`config.mk`:
```
export PLATFORM = sky130hd
export DESIGN_NAME = endpoint_match_router_core
export DESIGN_NICKNAME = d
export VERILOG_FILES = /design/src/hw/rtl/emr_pkg.sv /design/src/hw/rtl/endpoint_match_router_core.sv /design/src/hw/rtl/emr_cell.sv
export SDC_FILE = /design/constraint.sdc
export NUM_CORES = 2
export LEC_CHECK = 0
export BUFFER_PORTS_ARGS = -buffer_cell sky130_fd_sc_hd__buf_2
export CAP_MARGIN = 20
export CORE_MARGIN = 3
export CORE_UTILIZATION = 60
export CTS_BUF_LIST = sky130_fd_sc_hd__clkbuf_4 sky130_fd_sc_hd__clkbuf_8
export DETAILED_ROUTE_END_ITERATION = 8
export PLACE_DENSITY = 0.75
export SYNTH_ARGS = -nofsm -noshare
export SYNTH_HDL_FRONTEND = slang
export SYNTH_SLANG_ARGS = --single-unit
```
`constraint.sdc`:
```
create_clock -name clk -period 10 [get_ports clk]
set_input_delay 1 -clock clk [delete_from_list [all_inputs] [get_ports clk]]
set_output_delay 1 -clock clk [all_outputs]
set_load 0.02 [all_outputs]
```
`src/hw/rtl/emr_pkg.sv`:
```
// shared types and constants for the endpoint match router
package emr_pkg;

    // table size default and per-route result cap
    localparam int MAX_ENTRIES_DEF = 16;
    localparam int RESULT_LIMIT    = 16;
    localparam int NRES_W          = $clog2(RESULT_LIMIT + 1);

    // field widths
    localparam int ID_W     = 16;
    localparam int REALM_W  = 8;
    localparam int GROUPS_W = 32;
    localparam int KIND_W   = 2;
    localparam int GRP_W    = 5;
    localparam int IDX_W    = 4;

    // command codes carried on s_tuser
    localparam logic CMD_REGISTER = 1'b0;
    localparam logic CMD_ROUTE    = 1'b1;

    // packet addressing kinds
    localparam logic [KIND_W-1:0] KIND_BY_ID    = 2'd0;
    localparam logic [KIND_W-1:0] KIND_BY_GROUP = 2'd1;

    // one registered endpoint
    typedef struct packed {
        logic [ID_W-1:0]     id;
        logic [REALM_W-1:0]  realm;
        logic [GROUPS_W-1:0] groups;
    } entry_t;

    // route query token walking down the cell row
    typedef struct packed {
        logic                valid;
        logic [KIND_W-1:0]   kind;
        logic [ID_W-1:0]     dest_id;
        logic [REALM_W-1:0]  dest_realm;
        logic [GRP_W-1:0]    group_num;
    } query_t;

    // per-cell control from the sequencer
    typedef struct packed {
        logic shift;
        logic clear;
        logic write;
    } cell_ctrl_t;

endpackage

```
`src/hw/rtl/endpoint_match_router_core.sv`:
```
// endpoint match router top level: sequencer, output register and cell row
//
// usage
//   s_* channel takes one command item: s_tuser selects register (0) or
//   route (1), s_tdata carries the endpoint and packet fields
//   m_* channel returns result items: hit and entry_index in m_tdata,
//   table_full on m_tuser, m_tlast on the final result of a command
//   a register command appends an endpoint to the next free cell and returns
//   one item in the next cycle; table_full is set when all cells were already in use
//   a route command injects a query token into cell 0; the token moves one
//   cell per cycle while the output register is free or being drained, and
//   the route lasts for the walk of the token along the filled cell row
//   matches are held one step back so the final one can carry tlast; a route
//   with no match returns a single item with hit low
//   one command is in work at a time; s_tready is high only between commands
//   while the output register is free or being drained
//   a stall on m_tready freezes the token walk; nothing is dropped
//   reset empties the table (entry count zero) and the output register
module endpoint_match_router_core #(
    parameter int MAX_ENTRIES = emr_pkg::MAX_ENTRIES_DEF
) (
    input  logic        clk,
    input  logic        rst_n,
    input  logic        s_tvalid,
    output logic        s_tready,
    // ep_id[15:0], ep_realm[23:16], ep_groups[55:24], pkt_kind[57:56],
    // dest_id[73:58], dest_realm[81:74], group_num[86:82], zero pad [87]
    input  logic [87:0] s_tdata,
    // cmd[0]
    input  logic        s_tuser,
    output logic        m_tvalid,
    input  logic        m_tready,
    // hit[0], entry_index[4:1], zero pad [7:5]
    output logic [7:0]  m_tdata,
    // table_full[0]
    output logic        m_tuser,
    output logic        m_tlast
);

    localparam int IW = (MAX_ENTRIES > 1) ? $clog2(MAX_ENTRIES) : 1;
    localparam int CW = $clog2(MAX_ENTRIES + 1);
    localparam logic [CW-1:0] COUNT_MAX = CW'(MAX_ENTRIES);
    localparam logic [emr_pkg::NRES_W-1:0] NRES_MAX =
        emr_pkg::NRES_W'(emr_pkg::RESULT_LIMIT);

    typedef enum logic [1:0] {
        ST_IDLE,
        ST_SCAN,
        ST_FINISH
    } state_t;

    state_t state_reg;

    logic [CW-1:0]              count_reg;
    logic [IW-1:0]              pos_reg;
    logic [IW-1:0]              pend_idx_reg;
    logic                       pend_valid_reg;
    logic [emr_pkg::NRES_W-1:0] nres_reg;

    logic                       m_tvalid_reg;
    logic                       m_hit_reg;
    logic [emr_pkg::IDX_W-1:0]  m_idx_reg;
    logic                       m_full_reg;
    logic                       m_last_reg;

    // handshake and command decode
    logic in_ok;
    logic out_free;
    logic is_full;
    logic wr_en;
    logic start;
    logic shift;
    logic scan_hit;
    logic last_pos;
    logic m_load;

    emr_pkg::entry_t     wr_entry;
    emr_pkg::query_t     inject;
    emr_pkg::query_t     tok [MAX_ENTRIES];
    emr_pkg::cell_ctrl_t ctrl [MAX_ENTRIES];
    logic [MAX_ENTRIES-1:0] match;
    logic                   hit_any;

    // table positions reduced to the 4-bit result field
    logic [IW+emr_pkg::IDX_W-1:0] pend_ext;
    logic [emr_pkg::IDX_W-1:0]    pend_idx;

    assign out_free = !m_tvalid_reg || m_tready;
    assign s_tready = (state_reg == ST_IDLE) && out_free;
    assign in_ok    = s_tvalid && s_tready;
    assign is_full  = (count_reg == COUNT_MAX);
    assign wr_en    = in_ok && (s_tuser == emr_pkg::CMD_REGISTER) && !is_full;
    assign start    = in_ok && (s_tuser == emr_pkg::CMD_ROUTE) && (count_reg != '0);
    assign shift    = start || ((state_reg == ST_SCAN) && out_free);
    assign last_pos = ((CW'(pos_reg) + 1'b1) == count_reg);
    assign scan_hit = hit_any && (nres_reg != NRES_MAX);

    // a new result item enters the output register
    assign m_load = (in_ok && (s_tuser == emr_pkg::CMD_REGISTER)) ||
                    ((state_reg == ST_SCAN) && out_free && scan_hit && pend_valid_reg) ||
                    ((state_reg == ST_FINISH) && out_free);

    assign pend_ext = (IW + emr_pkg::IDX_W)'(pend_idx_reg);
    assign pend_idx = pend_ext[emr_pkg::IDX_W-1:0];

    // unpack the command item
    assign wr_entry.id      = s_tdata[15:0];
    assign wr_entry.realm   = s_tdata[23:16];
    assign wr_entry.groups  = s_tdata[55:24];
    assign inject.valid      = start;
    assign inject.kind       = s_tdata[57:56];
    assign inject.dest_id    = s_tdata[73:58];
    assign inject.dest_realm = s_tdata[81:74];
    assign inject.group_num  = s_tdata[86:82];

    // cell row: token enters cell 0 and moves one cell per shift
    for (genvar k = 0; k < MAX_ENTRIES; k++)
    begin : g_cell
        assign ctrl[k].shift = shift;
        assign ctrl[k].clear = (state_reg == ST_FINISH);
        assign ctrl[k].write = wr_en && (count_reg == CW'(k));

        if (k == 0)
        begin : g_head
            emr_cell u_cell (
                .clk      (clk),
                .rst_n    (rst_n),
                .ctrl     (ctrl[k]),
                .wr_entry (wr_entry),
                .tok_in   (inject),
                .tok_out  (tok[k]),
                .match    (match[k])
            );
        end
        else
        begin : g_body
            emr_cell u_cell (
                .clk      (clk),
                .rst_n    (rst_n),
                .ctrl     (ctrl[k]),
                .wr_entry (wr_entry),
                .tok_in   (tok[k-1]),
                .tok_out  (tok[k]),
                .match    (match[k])
            );
        end
    end

    // only the cell holding the token can match
    assign hit_any = |match;

    // sequencer and output register
    always_ff @(posedge clk or negedge rst_n)
    begin
        if (!rst_n)
        begin
            state_reg      <= ST_IDLE;
            count_reg      <= '0;
            pos_reg        <= '0;
            pend_idx_reg   <= '0;
            pend_valid_reg <= 1'b0;
            nres_reg       <= '0;
            m_tvalid_reg   <= 1'b0;
            m_hit_reg      <= 1'b0;
            m_idx_reg      <= '0;
            m_full_reg     <= 1'b0;
            m_last_reg     <= 1'b0;
        end
        else
        begin
            if (m_load)
            begin
                m_tvalid_reg <= 1'b1;
            end
            else if (m_tready)
            begin
                m_tvalid_reg <= 1'b0;
            end

            unique case (state_reg)
                ST_IDLE:
                begin
                    if (in_ok)
                    begin
                        if (s_tuser == emr_pkg::CMD_REGISTER)
                        begin
                            m_hit_reg    <= 1'b0;
                            m_idx_reg    <= '0;
                            m_full_reg   <= is_full;
                            m_last_reg   <= 1'b1;
                            if (!is_full)
                            begin
                                count_reg <= count_reg + 1'b1;
                            end
                        end
                        else
                        begin
                            pend_valid_reg <= 1'b0;
                            nres_reg       <= '0;
                            pos_reg        <= '0;
                            state_reg      <= (count_reg == '0) ? ST_FINISH : ST_SCAN;
                        end
                    end
                end

                ST_SCAN:
                begin
                    if (out_free)
                    begin
                        if (scan_hit)
                        begin
                            // previous match is now known not to be the last
                            if (pend_valid_reg)
                            begin
                                m_hit_reg    <= 1'b1;
                                m_idx_reg    <= pend_idx;
                                m_full_reg   <= 1'b0;
                                m_last_reg   <= 1'b0;
                            end
                            pend_idx_reg   <= pos_reg;
                            pend_valid_reg <= 1'b1;
                            nres_reg       <= nres_reg + 1'b1;
                        end
                        if (last_pos)
                        begin
                            state_reg <= ST_FINISH;
                        end
                        else
                        begin
                            pos_reg <= pos_reg + 1'b1;
                        end
                    end
                end

                ST_FINISH:
                begin
                    if (out_free)
                    begin
                        m_hit_reg    <= pend_valid_reg;
                        m_idx_reg    <= pend_valid_reg ? pend_idx : '0;
                        m_full_reg   <= 1'b0;
                        m_last_reg   <= 1'b1;
                        state_reg    <= ST_IDLE;
                    end
                end

                default:
                begin
                    state_reg <= ST_IDLE;
                end
            endcase
        end
    end

    assign m_tvalid = m_tvalid_reg;
    assign m_tdata  = {3'b000, m_idx_reg, m_hit_reg};
    assign m_tuser  = m_full_reg;
    assign m_tlast  = m_last_reg;

    // table never grows past its size
    a_count_bound: assert property (@(posedge clk) disable iff (!rst_n)
        count_reg <= COUNT_MAX)
        else $error("entry count beyond table size");

    // a single token inside the filled part means at most one matching cell
    a_one_match: assert property (@(posedge clk) disable iff (!rst_n)
        (state_reg == ST_SCAN) |-> $onehot0(match))
        else $error("more than one cell matched");

    // the walk stays inside the filled part of the table
    a_scan_range: assert property (@(posedge clk) disable iff (!rst_n)
        (state_reg == ST_SCAN) |-> (CW'(pos_reg) < count_reg))
        else $error("scan position past entry count");

    // a refused registration leaves the table alone
    a_full_hold: assert property (@(posedge clk) disable iff (!rst_n)
        (in_ok && (s_tuser == emr_pkg::CMD_REGISTER) && is_full) |=> $stable(count_reg))
        else $error("count changed on refused registration");

    // result cap per route
    a_nres_bound: assert property (@(posedge clk) disable iff (!rst_n)
        nres_reg <= NRES_MAX)
        else $error("result count beyond limit");

endmodule

```
`src/hw/rtl/emr_cell.sv`:
```
// one table cell: holds an endpoint and matches the passing query token
module emr_cell (
    input  logic               clk,
    input  logic               rst_n,
    input  emr_pkg::cell_ctrl_t ctrl,
    input  emr_pkg::entry_t    wr_entry,
    input  emr_pkg::query_t    tok_in,
    output emr_pkg::query_t    tok_out,
    output logic               match
);

    emr_pkg::entry_t entry_reg;
    emr_pkg::query_t tok_reg;
    logic            cmp;

    // endpoint storage, no reset
    always_ff @(posedge clk)
    begin
        if (ctrl.write)
        begin
            entry_reg <= wr_entry;
        end
    end

    // token register passes to the neighbor on each shift
    always_ff @(posedge clk or negedge rst_n)
    begin
        if (!rst_n)
        begin
            tok_reg <= '0;
        end
        else if (ctrl.clear)
        begin
            tok_reg.valid <= 1'b0;
        end
        else if (ctrl.shift)
        begin
            tok_reg <= tok_in;
        end
    end

    always_comb
    begin
        case (tok_reg.kind)
            emr_pkg::KIND_BY_ID:
                cmp = (entry_reg.id == tok_reg.dest_id) &&
                      (entry_reg.realm == tok_reg.dest_realm);
            emr_pkg::KIND_BY_GROUP:
                cmp = entry_reg.groups[tok_reg.group_num];
            default:
                cmp = 1'b0;
        endcase
    end

    assign match   = tok_reg.valid && cmp;
    assign tok_out = tok_reg;

endmodule

```
==> results.sh <==
export IMPL_final_common_cell="edfxtp_1"
export IMPL_slowest_delay_ns=0.78
export IMPL_vias_per_cell=6.11
export IMPL_synth_seq_cells=1437
export IMPL_post_drt_wl_per_cell_um=27.1
export IMPL_ctsResizeCount=0
export IMPL_post_cts_buffers=0
export IMPL_start_util_pct=60.7
export IMPL_vias=29900
export IMPL_antenna_found_initial=6
export IMPL_dpl_hpwl_um=81400
export IMPL_die_area_sq_um=98500
export IMPL_drv_cap=0
export IMPL_gr_total_overflow=0
export IMPL_fin_crit_ns=4.87
export IMPL_coreArea_sq_um=93600
export IMPL_synth_seq_area_share_pct=71.1
export IMPL_drt_wl_total_um=133000
export IMPL_async_flop_share_pct=37.6
export IMPL_cts_root_buffer="clkbuf_8"
export IMPL_fin_crit_sh_pct=48.7
export IMPL_rsz0062_at_grt="no"
export IMPL_worstSetupStartpointType="register"
export IMPL_hold_class="primary input to asynchronous set/reset pin"
export IMPL_drt_iter0_drc=3181
export IMPL_clockBufferDepth=3
export IMPL_r2r_end="pend_idx[1]$_DFFE_PN0P_"
export IMPL_cts_made_buffers=213
export IMPL_drt_pre_antenna_iters=5
export IMPL_grt_pass1_vias=30600
export IMPL_tns_ns=0
export IMPL_cp_max_fo=24
export IMPL_ys_warn_count=0
export IMPL_die_w_um=314
export IMPL_ff2ff_path_depth=8
export IMPL_relSlewSlack_pct=16.4
export IMPL_skew_ns=0.0339
export IMPL_synth_area_per_cell_sq_um=17.6
export IMPL_clk_latency_ns=0.86
export IMPL_nets=3555
export IMPL_largest_reg_flops=840
export IMPL_grt_max_degree=179
export IMPL_startpoint="g_cell[4].g_body.u_cell.tok_out[0]$_DFFE_PN0P_"
export IMPL_worstPathArrival_ns=5.61
export IMPL_finalHoldWorstSlack_ns=0.164
export IMPL_syn_cell_area_sq_um=56800
export IMPL_cts_hold_buf=0
export IMPL_drc=0
export IMPL_fp_dieH_um=314
export IMPL_run_status="finished clean"
export IMPL_finalMaxSlewViolations=0
export IMPL_fillerInstances=6210
export IMPL_cts_tree="done"
export IMPL_htree_levels=4
export IMPL_crit_chain="mux4_2, a311o_1, a311oi_1, nor4_1, a2111oi_0, nand4b_2, nand4_1, mux2_2"
export IMPL_crit_type="register to register"
export IMPL_dp_cells=4489
export IMPL_numPortBuffers=100
export IMPL_yosys_most_used_dff="edfxtp_1"
export IMPL_io_pins=105
export IMPL_crit_slowest_cell="dfrtp_1"
export IMPL_synth_edff_count=896
export IMPL_peakVddDrop_uv=275
export IMPL_worst_setup_path_end_kind="register"
export IMPL_rrSetupSlack_ns=5.13
export IMPL_layout_common_cells="edfxtp_1, dfrtp_1, mux2_2"
export IMPL_core_rowCount=112
export IMPL_path_delay_family="simple AND/OR/NAND/NOR gates"
export IMPL_grt_pass1_wl_um=199000
export IMPL_layout_cells_non_filler=4893
export IMPL_cts_reportedPaths_clkPinSlew_ns=0.06
export IMPL_required_ns=10.74
export IMPL_reg2reg_from="g_cell[4].g_body.u_cell.tok_out[0]$_DFFE_PN0P_"
export IMPL_finalHoldViolCount=0
export IMPL_postRouteAntennaNets=0
export IMPL_yosys_cell_types_count=63
export IMPL_crit_buf_inv=0
export IMPL_power_density_nw_per_um2=280
export IMPL_area_growth_pct=11.4
export IMPL_grt_util_all_layers_pct=27.5
export IMPL_leakage_nw=23.3
export IMPL_clock_sinks=1437
export IMPL_gp_congestion=0.831
export IMPL_setup_viol_count_final=0
export IMPL_fmax_ghz=0.205
export IMPL_syn_inst=3227
export IMPL_layout_drive_gt1_share_pct=31.5
export IMPL_tightest_slew_ns=1.25
[cells by family after synthesis]
family                   synth area share [%]
flip-flops                               71.1
multiplexers                             15.6
AND/OR/NAND/NOR                          4.09
XOR/XNOR                                 6.02
AO/OA/AOI/OAI                            1.88
buffers and inverters                   0.975
adder cells (fa/ha/maj)                 0.242
other                                 0.00660
[worst max-delay path by stage]
stage | endpoint | depth (start not counted)
finish | pend_idx[1]$_DFFE_PN0P_ | 8
global route | pend_idx[1]$_DFFE_PN0P_ | 8
CTS | pend_idx[1]$_DFFE_PN0P_ | 8
detailed placement | pend_idx[1]$_DFFE_PN0P_ | 8
global placement | pend_idx[2]$_DFFE_PN0P_ | 8
floorplan | g_cell[0].g_head.u_cell.entry_reg[0]$_DFFE_PP_ | 4
[power by group]
group,leakage [nW],switching [mW],internal [mW]
registers,15.0,1.42,7.30
logic,5.90,1.75,2.37
clock network,2.42,2.17,2.73
[metal layers]
metal	vias to the layer above	track usage, %	wire length, um
li1	12800	-	-
met1	15600	40.2	55800
met2	1238	41.9	62200
met3	246	5.31	10400
met4	0	10.0	4340
met5	-	0	0
[Yosys cell counts, types with 17 or more instances]
master    number  area share (%)
nor4_1        55            0.61
a31oi_1       17            0.19
nand2_1       57            0.38
dfrtp_1      541              24
o21ai_0       27            0.24
xor2_1       140             2.2
nand3_1       38            0.33
mux4_2       114             4.5
nor2_1        42            0.28
nor3_1        17            0.15
clkbuf_1     103            0.68
inv_1         25            0.17
xnor2_1      251             3.9
mux2i_1       59             1.0
nand4_1       74            0.81
mux2_2       509              10
nand2b_1      20            0.22
a21oi_1       23            0.20
edfxtp_1     896              47
nor2b_1       36            0.40
[area by class of cell]
| type | count | area, sq um | area share, % |
|---|---|---|---|
| diodes | 4 | 10.0 | 0.0158 |
| multi-input cells | 1649 | 15900 | 25.1 |
| inverters | 25 | 93.8 | 0.148 |
| clock buffers | 351 | 4210 | 6.65 |
| repair buffers | 125 | 773 | 1.22 |
| clock inverters | 48 | 322 | 0.508 |
| well taps | 1254 | 1570 | 2.48 |
| flip-flops and latches | 1437 | 40400 | 63.9 |
[metrics by stage]
stage | power (mW) | setup slack (ns) | utilization (%) | instance area [sq um]
floorplan | 11.6 | 3.94 | - | 56900
global placement | 12.7 | 5.37 | 62.8 | 58800
detailed placement | 12.9 | 5.17 | 62.8 | 58800
CTS | 17.8 | 5.18 | 67.6 | 63300
global route | 18.6 | 4.98 | 67.6 | 63300
finish | 17.7 | 5.13 | 67.6 | 63300
[worst register-to-register path, cell delays in order (launching register included)]
cell and delay, ns:
dfrtp_1 0.78, mux4_2 0.59, a311o_1 0.37, a311oi_1 0.54, nor4_1 0.21, a2111oi_0 0.55
nand4b_2 0.74, nand4_1 0.60, mux2_2 0.38
Power figures use the tool's default switching activity.
